`src/rtl/ethx_pkg.sv`:
```
package ethx_pkg;

    localparam int MAX_FRAME_BYTES = 2048;
    // position counter saturates at MAX_FRAME_BYTES, so it must hold that value
    localparam int POS_W = $clog2(MAX_FRAME_BYTES + 1);
    // header end can reach 14 + 60 + 60 = 134
    localparam int OFS_W = (POS_W > 8) ? POS_W : 8;

    localparam int LIMIT_W = 7;
    localparam int INDEX_W = 6;

    localparam logic [15:0] ETHERTYPE_IPV4 = 16'h0800;
    localparam logic [7:0]  PROTO_TCP      = 8'd6;
    localparam logic [3:0]  MIN_HDR_WORDS  = 4'd5;
    localparam logic [7:0]  OFFSET_MASK    = 8'hf0;
    localparam logic [LIMIT_W-1:0] PAYLOAD_CAP   = 7'd64;
    localparam logic [LIMIT_W-1:0] LIMIT_DEFAULT = 7'd20;

    localparam logic KIND_SUMMARY = 1'b0;
    localparam logic KIND_PAYLOAD = 1'b1;

    typedef struct packed {
        logic [7:0] data_byte;
        logic       frame_end;
    } t_in_item;

    typedef struct packed {
        logic               kind;
        logic [47:0]        source_mac;
        logic [47:0]        dest_mac;
        logic [31:0]        source_ip;
        logic [31:0]        dest_ip;
        logic [15:0]        source_port;
        logic [15:0]        dest_port;
        logic [7:0]         payload_value;
        logic [INDEX_W-1:0] payload_index;
        logic               last_of_frame;
    } t_out_item;

endpackage

```
`src/rtl/ethx_parser.sv`:
```
module ethx_parser
    import ethx_pkg::*;
(
    input  logic               i_clk,
    input  logic               i_rst_n,
    input  logic               i_accept,
    input  t_in_item           i_item,
    input  logic [LIMIT_W-1:0] i_limit,
    output t_out_item          o_res,
    output logic               o_res_valid
);

    logic [POS_W-1:0]   r_pos, n_pos;
    logic [3:0]         r_ip_words, n_ip_words;
    logic [3:0]         r_tcp_words, n_tcp_words;
    logic [15:0]        r_ether_kind, n_ether_kind;
    logic [47:0]        r_src_mac, n_src_mac;
    logic [47:0]        r_dst_mac, n_dst_mac;
    logic [31:0]        r_src_ip, n_src_ip;
    logic [31:0]        r_dst_ip, n_dst_ip;
    logic [15:0]        r_src_port, n_src_port;
    logic [15:0]        r_dst_port, n_dst_port;
    logic [LIMIT_W-1:0] r_pay_count, n_pay_count;
    logic               r_rejected, n_rejected;

    logic [OFS_W-1:0]   pos_x;
    logic [OFS_W-1:0]   tcp_start;
    logic [OFS_W-1:0]   hdr_end;
    logic [OFS_W-1:0]   tcp_off;
    logic [LIMIT_W-1:0] lim;
    logic [7:0]         b;
    logic [3:0]         tcp_field;

    always_comb begin
        b         = i_item.data_byte;
        pos_x     = OFS_W'(r_pos);
        tcp_start = OFS_W'(14) + {{(OFS_W-6){1'b0}}, r_ip_words, 2'b00};
        hdr_end   = tcp_start + {{(OFS_W-6){1'b0}}, r_tcp_words, 2'b00};
        tcp_off   = pos_x - tcp_start;
        lim       = (i_limit > PAYLOAD_CAP) ? PAYLOAD_CAP : i_limit;
        tcp_field = 4'((b & OFFSET_MASK) >> 4);

        n_pos        = r_pos;
        n_ip_words   = r_ip_words;
        n_tcp_words  = r_tcp_words;
        n_ether_kind = r_ether_kind;
        n_src_mac    = r_src_mac;
        n_dst_mac    = r_dst_mac;
        n_src_ip     = r_src_ip;
        n_dst_ip     = r_dst_ip;
        n_src_port   = r_src_port;
        n_dst_port   = r_dst_port;
        n_pay_count  = r_pay_count;
        n_rejected   = r_rejected;

        o_res       = '0;
        o_res_valid = 1'b0;

        if (!r_rejected) begin
            if (r_tcp_words != 4'd0 && pos_x >= hdr_end) begin
                if (r_pay_count < lim) begin
                    o_res_valid          = 1'b1;
                    o_res.kind           = KIND_PAYLOAD;
                    o_res.payload_value  = b;
                    o_res.payload_index  = r_pay_count[INDEX_W-1:0];
                    o_res.last_of_frame  = i_item.frame_end ||
                                           (r_pay_count + LIMIT_W'(1) == lim);
                    n_pay_count          = r_pay_count + LIMIT_W'(1);
                end
            end else if (r_pos >= POS_W'(MAX_FRAME_BYTES)) begin
                n_rejected = 1'b1;
            end else if (pos_x < OFS_W'(6)) begin
                n_dst_mac = {r_dst_mac[39:0], b};
            end else if (pos_x < OFS_W'(12)) begin
                n_src_mac = {r_src_mac[39:0], b};
            end else if (pos_x == OFS_W'(12)) begin
                n_ether_kind = {b, 8'h00};
            end else if (pos_x == OFS_W'(13)) begin
                n_ether_kind = {r_ether_kind[15:8], b};
                if ({r_ether_kind[15:8], b} != ETHERTYPE_IPV4) begin
                    n_rejected = 1'b1;
                end
            end else if (pos_x == OFS_W'(14)) begin
                n_ip_words = b[3:0];
                if (b[3:0] < MIN_HDR_WORDS) begin
                    n_rejected = 1'b1;
                end
            end else if (pos_x == OFS_W'(23)) begin
                if (b != PROTO_TCP) begin
                    n_rejected = 1'b1;
                end
            end else if (pos_x >= OFS_W'(26) && pos_x < OFS_W'(30)) begin
                n_src_ip = {r_src_ip[23:0], b};
            end else if (pos_x >= OFS_W'(30) && pos_x < OFS_W'(34)) begin
                n_dst_ip = {r_dst_ip[23:0], b};
            end else if (pos_x >= tcp_start) begin
                if (tcp_off < OFS_W'(2)) begin
                    n_src_port = {r_src_port[7:0], b};
                end else if (tcp_off < OFS_W'(4)) begin
                    n_dst_port = {r_dst_port[7:0], b};
                end else if (tcp_off == OFS_W'(12)) begin
                    if (tcp_field < MIN_HDR_WORDS) begin
                        n_rejected = 1'b1;
                    end else begin
                        n_tcp_words = tcp_field;
                    end
                end
                // data offset byte can never be the last header byte,
                // so the registered offset is enough here
                if (r_tcp_words != 4'd0 && pos_x + OFS_W'(1) == hdr_end) begin
                    o_res_valid         = 1'b1;
                    o_res.kind          = KIND_SUMMARY;
                    o_res.source_mac    = n_src_mac;
                    o_res.dest_mac      = n_dst_mac;
                    o_res.source_ip     = n_src_ip;
                    o_res.dest_ip       = n_dst_ip;
                    o_res.source_port   = n_src_port;
                    o_res.dest_port     = n_dst_port;
                    o_res.last_of_frame = i_item.frame_end || (lim == '0);
                end
            end
        end

        if (i_item.frame_end) begin
            n_pos        = '0;
            n_ip_words   = '0;
            n_tcp_words  = '0;
            n_ether_kind = '0;
            n_pay_count  = '0;
            n_rejected   = 1'b0;
        end else if (r_pos < POS_W'(MAX_FRAME_BYTES)) begin
            n_pos = r_pos + POS_W'(1);
        end
    end

    always_ff @(posedge i_clk) begin
        if (!i_rst_n) begin
            r_pos        <= '0;
            r_ip_words   <= '0;
            r_tcp_words  <= '0;
            r_ether_kind <= '0;
            r_pay_count  <= '0;
            r_rejected   <= 1'b0;
        end else if (i_accept) begin
            r_pos        <= n_pos;
            r_ip_words   <= n_ip_words;
            r_tcp_words  <= n_tcp_words;
            r_ether_kind <= n_ether_kind;
            r_pay_count  <= n_pay_count;
            r_rejected   <= n_rejected;
        end
    end

    always_ff @(posedge i_clk) begin
        if (i_accept) begin
            r_src_mac  <= n_src_mac;
            r_dst_mac  <= n_dst_mac;
            r_src_ip   <= n_src_ip;
            r_dst_ip   <= n_dst_ip;
            r_src_port <= n_src_port;
            r_dst_port <= n_dst_port;
        end
    end

    a_count_cap: assert property (@(posedge i_clk) disable iff (!i_rst_n)
        r_pay_count <= PAYLOAD_CAP)
        else $error("payload count beyond cap");

    a_tcp_words_min: assert property (@(posedge i_clk) disable iff (!i_rst_n)
        r_tcp_words == 4'd0 || r_tcp_words >= MIN_HDR_WORDS)
        else $error("tcp data offset stored below minimum");

    a_pos_sat: assert property (@(posedge i_clk) disable iff (!i_rst_n)
        r_pos <= POS_W'(MAX_FRAME_BYTES))
        else $error("byte position past saturation");

endmodule

```
`src/rtl/eth_ipv4_tcp_header_extractor_top.sv`:
```
// Ethernet/IPv4/TCP header extractor. Frame bytes enter one per request in
// wire order, frame_end set on the last byte. Frames with EtherType 0x0800
// and IP protocol 6 give one summary result (MACs, IPs, ports) on the last
// TCP header byte, then up to payload_limit payload bytes (capped at 64,
// reset 20), with last_of_frame on the final result of the frame. Short or
// malformed frames give nothing. Each byte is parsed as it is accepted and
// its result lands in a single output register, so the block takes a byte
// every cycle while the output side keeps up. The limit register may be
// written any time the block is idle.
module eth_ipv4_tcp_header_extractor_top
    import ethx_pkg::*;
(
    input  logic               i_clk,
    input  logic               i_rst_n,
    input  logic               i_in_valid,
    output logic               o_in_ready,
    input  t_in_item           i_in_data,
    output logic               o_out_valid,
    input  logic               i_out_ready,
    output t_out_item          o_out_data,
    input  logic               i_cfg_valid,
    output logic               o_cfg_ready,
    input  logic [LIMIT_W-1:0] i_cfg_data
);

    logic [LIMIT_W-1:0] r_limit;
    logic               r_out_valid, n_out_valid;
    t_out_item          r_out_data;
    logic               in_accept;
    t_out_item          res;
    logic               res_valid;

    assign o_in_ready  = !r_out_valid || i_out_ready;
    assign in_accept   = i_in_valid && o_in_ready;
    assign o_cfg_ready = 1'b1;
    assign o_out_valid = r_out_valid;
    assign o_out_data  = r_out_data;

    ethx_parser u_parser (
        .i_clk       (i_clk),
        .i_rst_n     (i_rst_n),
        .i_accept    (in_accept),
        .i_item      (i_in_data),
        .i_limit     (r_limit),
        .o_res       (res),
        .o_res_valid (res_valid)
    );

    always_comb begin
        if (in_accept) begin
            n_out_valid = res_valid;
        end else begin
            n_out_valid = r_out_valid && !i_out_ready;
        end
    end

    always_ff @(posedge i_clk) begin
        if (!i_rst_n) begin
            r_out_valid <= 1'b0;
            r_limit     <= LIMIT_DEFAULT;
        end else begin
            r_out_valid <= n_out_valid;
            if (i_cfg_valid) begin
                r_limit <= i_cfg_data;
            end
        end
    end

    always_ff @(posedge i_clk) begin
        if (in_accept && res_valid) begin
            r_out_data <= res;
        end
    end

    a_ready_when_empty: assert property (@(posedge i_clk) disable iff (!i_rst_n)
        !o_out_valid |-> o_in_ready)
        else $error("input stalled with empty output register");

    a_payload_clean: assert property (@(posedge i_clk) disable iff (!i_rst_n)
        o_out_valid && o_out_data.kind == KIND_PAYLOAD |->
        o_out_data.source_mac == '0 && o_out_data.dest_ip == '0 &&
        o_out_data.source_port == '0)
        else $error("payload result carries header fields");

    a_summary_clean: assert property (@(posedge i_clk) disable iff (!i_rst_n)
        o_out_valid && o_out_data.kind == KIND_SUMMARY |->
        o_out_data.payload_value == '0 && o_out_data.payload_index == '0)
        else $error("summary result carries payload fields");

    a_result_taken: assert property (@(posedge i_clk) disable iff (!i_rst_n)
        o_out_valid && i_out_ready && !i_in_valid |=> !o_out_valid)
        else $error("result repeated after being taken");

endmodule
```
`config.mk`:
```
export PLATFORM = sky130hd
export DESIGN_NAME = eth_ipv4_tcp_header_extractor_top
export DESIGN_NICKNAME = d
export VERILOG_FILES = /design/src/rtl/ethx_pkg.sv /design/src/rtl/ethx_parser.sv /design/src/rtl/eth_ipv4_tcp_header_extractor_top.sv
export SDC_FILE = /design/constraint.sdc
export NUM_CORES = 1
export LEC_CHECK = 0
export ABC_AREA = 1
export BUFFER_PORTS_ARGS = -buffer_cell sky130_fd_sc_hd__clkbuf_2
export CAP_MARGIN = 15
export CORE_ASPECT_RATIO = 0.9
export CORE_MARGIN = 2
export CORE_UTILIZATION = 45
export CTS_CLUSTER_DIAMETER = 100
export DETAILED_ROUTE_END_ITERATION = 7
export PLACE_DENSITY = 0.69
export SYNTH_ARGS = -nofsm -noshare
export SYNTH_HDL_FRONTEND = slang
export SYNTH_SLANG_ARGS = --single-unit
```
`constraint.sdc`:
```
create_clock -name i_clk -period 16.85 [get_ports i_clk]
set_clock_uncertainty 0.1 [all_clocks]
set_input_delay 5.055 -clock i_clk [delete_from_list [all_inputs] [get_ports i_clk]]
set_output_delay 5.055 -clock i_clk [all_outputs]
set_load 0.02 [all_outputs]
```
==> flow_metrics.py <==
metrics = {
    "timing": {
        "tns_ns": 0,
        "setup_viol_count_final": 0,
        "maxSlewViolCount": 0,
        "final.setup.worst_slack_ns": 6.27,
        "relSlewSlack_pct": 27.6,
        "max_freq_mhz": 94.5,
        "rsz0062_at_grt": "no",
        "final-hold-violation-count": 0,
        "finalCritPeriodShare_pct": 62.8,
        "min_period_ns": 10.58,
        "tightest_slew_ns": 1.08,
    },
    "pwr": {
        "seqPwrFrac_pct": 53.4,
        "pwr-share-clk_pct": 43.6,
        "netSwitchingPower_uw": 467,
        "comb_power_share_pct": 3.0,
        "sw_frac_of_total_pct": 20.7,
        "irDropWorstVdd_uv": 64.7,
        "powerDensity_mw_per_mm2": 99.8,
        "p_leak_uw": 0.00965,
        "p_int_uw": 1790,
    },
    "grt": {
        "overflow": 0,
        "grt_max_degree": 72,
        "grt_first_pass_wirelength_um": 62900,
        "antenna_found_initial": 0,
        "met3_usage_pct": 3.08,
        "grt_use_total_pct": 18.0,
        "grtUsageMet2_pct": 28.7,
        "grtUsageMet1_pct": 25.4,
        "grt-busiest-layer": "met2",
        "grt_pass1_vias": 11300,
    },
    "logic_synthesis": {
        "yosys-top-cells-area": "edfxtp_1, nor2_4, inv_1, dfxtp_1, nand2_1",
        "ys_seq_area_share_pct": 65.5,
        "synth_cells": 1584,
        "synth_top_flop_cell": "edfxtp_1",
        "yosysWarningCount": 0,
        "synth_edf_count": 400,
        "synth-seq-cells": 444,
        "synth_area_mm2": 0.0197,
        "postSynthAreaPerCell_um2": 12.4,
        "synth_cell_types": 47,
        "synth_nets": 1636,
        "synth_top_area_share_pct": 61.1,
        "ys_async_sr_fraction_pct": 0,
        "yosys.area.top_type": "edfxtp_1",
    },
    "placed_design": {
        "pre_cts_ws_ns": 6.27,
        "dp_hpwl_um": 27400,
        "gp_congestion": 0.905,
        "port_buffers": 230,
    },
    "cts": {
        "post_cts_resized": 0,
        "cts_buffers": 46,
        "worstSkewPairLatency_ns": 0.57,
        "cts.sinks": 444,
        "cts_root_buf": "clkbuf_16",
        "clkTransAtPathRegs_ns": 0.06,
        "postCtsHoldBufs": 0,
        "cts_max_level": 2,
        "post_cts_buffers": 0,
        "cts_tree": "yes",
        "cts_max_path_buffers": 3,
    },
    "die": {
        "rows": 72,
        "core_area_mm2": 0.0431,
        "die_w_um": 224,
        "pin_count": 232,
        "fp.dieH_um": 202,
        "dieArea_mm2": 0.0454,
        "start_util_pct": 45.7,
    },
    "run_status": {
        "status": "completed",
    },
    "worst_setup_path": {
        "critPathRequiredTime_ns": 11.69,
        "cp_max_fo": 3,
        "r2r_slack_ns": 10.63,
        "criticalPathCategory": "in -> out",
        "cp.arrival_ns": 5.42,
        "end_kind": "primary output",
        "startpoint_type": "primary input",
    },
    "layout": {
        "drive_above_1_share_pct": 27.8,
        "mostFrequentLayoutCells": "edfxtp_1, inv_1, clkbuf_2",
        "diodes": 0,
        "area_growth_syn_to_layout_pct": 14.9,
        "fin_nets": 1880,
        "final_common_cell": "edfxtp_1",
    },
    "drt": {
        "post_drt_wl_per_cell_um": 16.6,
        "remaining_drc_errors": 0,
        "num_vias": 11400,
        "drtIter0Drc": 699,
        "ant_nets": 0,
        "vias_per_cell": 4.72,
        "drt_pre_antenna_iters": 7,
        "routed_wirelength_um": 40100,
    },
    "run": {
        "maxCapViolCount": 0,
    },
    "worst_hold_path": {
        "hp-class": "reg -> reg",
    },
}
## worst max-delay path, cell delays in order
cell and delay, ns:
clkbuf_2 0.08, inv_1 0.03, nand2_1 0.09, clkbuf_2 0.18
## cell type report
cell class / instances / area, um^2
fillers: 3710 / 20500
flip-flops and latches: 444 / 12900
multi-input cells: 774 / 5100
repair buffers: 242 / 1240
clock buffers: 60 / 1210
inverters: 320 / 1210
well taps: 555 / 694
clock inverters: 25 / 246
## registers in the layout, indices dropped and copies added (netlist names)
signal,cells
u_parser.r_dst_mac,48
u_parser.r_tcp_words,4
u_parser.r_pay_count,7
u_parser.r_src_mac,48
r_limit,7
u_parser.r_ether_kind,8
u_parser.r_dst_port,16
u_parser.r_ip_words,4
u_parser.pos_x,12
o_out_valid,1
u_parser.r_dst_ip,32
u_parser.r_rejected,1
u_parser.r_src_port,16
o_out_data,208
u_parser.r_src_ip,32
## metrics by stage
| stage | util (%) | instances | area, um^2 | total power [uW] | hold slack, ns |
|---|---|---|---|---|---|
| after CTS | 52.5 | 2420 | 22600 | 2280 | 0.337 |
| after floorplan | - | 1584 | 19700 | 1270 | 0.326 |
| after global placement | 49.1 | 2335 | 21100 | 1290 | 0.329 |
| after global routing | 52.5 | 2420 | 22600 | 2330 | 0.346 |
| final | 52.5 | 2420 | 22600 | 2250 | 0.346 |
| after detailed placement | 49.1 | 2335 | 21100 | 1290 | 0.332 |
## layer usage
metal	share of wire, %	up-vias
met5	0	-
met3	5.4	56
met4	1.9	0
met2	47	299
li1	-	5627
met1	46	5441
## Yosys cell counts, types with 7 or more instances
cell type	n
a21oi_1	41
buf_12	19
buf_2	9
clkbuf_1	13
dfxtp_1	44
edfxtp_1	400
ha_1	29
inv_1	309
inv_2	8
nand2_1	181
nand2_2	7
nand3_1	65
nand4_1	11
nor2_1	119
nor2_2	16
nor2_4	173
o21ai_0	60
xor2_1	15
## final timing paths
kind / start / end / cells after the start
worst min register to register: u_parser.r_src_mac[5]$_DFFE_PP_ / u_parser.r_src_mac[13]$_DFFE_PP_ / 0
worst min-delay path: u_parser.r_src_mac[5]$_DFFE_PP_ / u_parser.r_src_mac[13]$_DFFE_PP_ / 0
worst max-delay path: i_out_ready / o_in_ready / 4
worst max register to register: u_parser.r_ip_words[0]$_SDFFE_PN0P_ / o_out_data[114]$_SDFFCE_PP0P_ / 23
## cell families after synthesis
logic type               count (synthesis)  synth area share [%]
adder cells (fa/ha/maj)                 31                  2.05
flip-flops                             444                  65.5
other                                    1                0.0191
AO/OA/AOI/OAI                          123                  3.36
XOR/XNOR                                19                 0.884
AND/OR/NAND/NOR                        600                  19.4
buffers and inverters                  366                  8.73
## power by group through the flow
stage | combinational (uW) | clock (uW) | sequential [uW]
6_report | 67.0 | 984 | 1200
5_1_grt | 76.2 | 1050 | 1200
4_1_cts | 67.4 | 1010 | 1200
3_5_place_dp | 66.8 | 0 | 1230
3_3_place_gp | 65.9 | 0 | 1230
2_1_floorplan | 46.7 | 0 | 1220
Power figures use the tool's default switching activity.
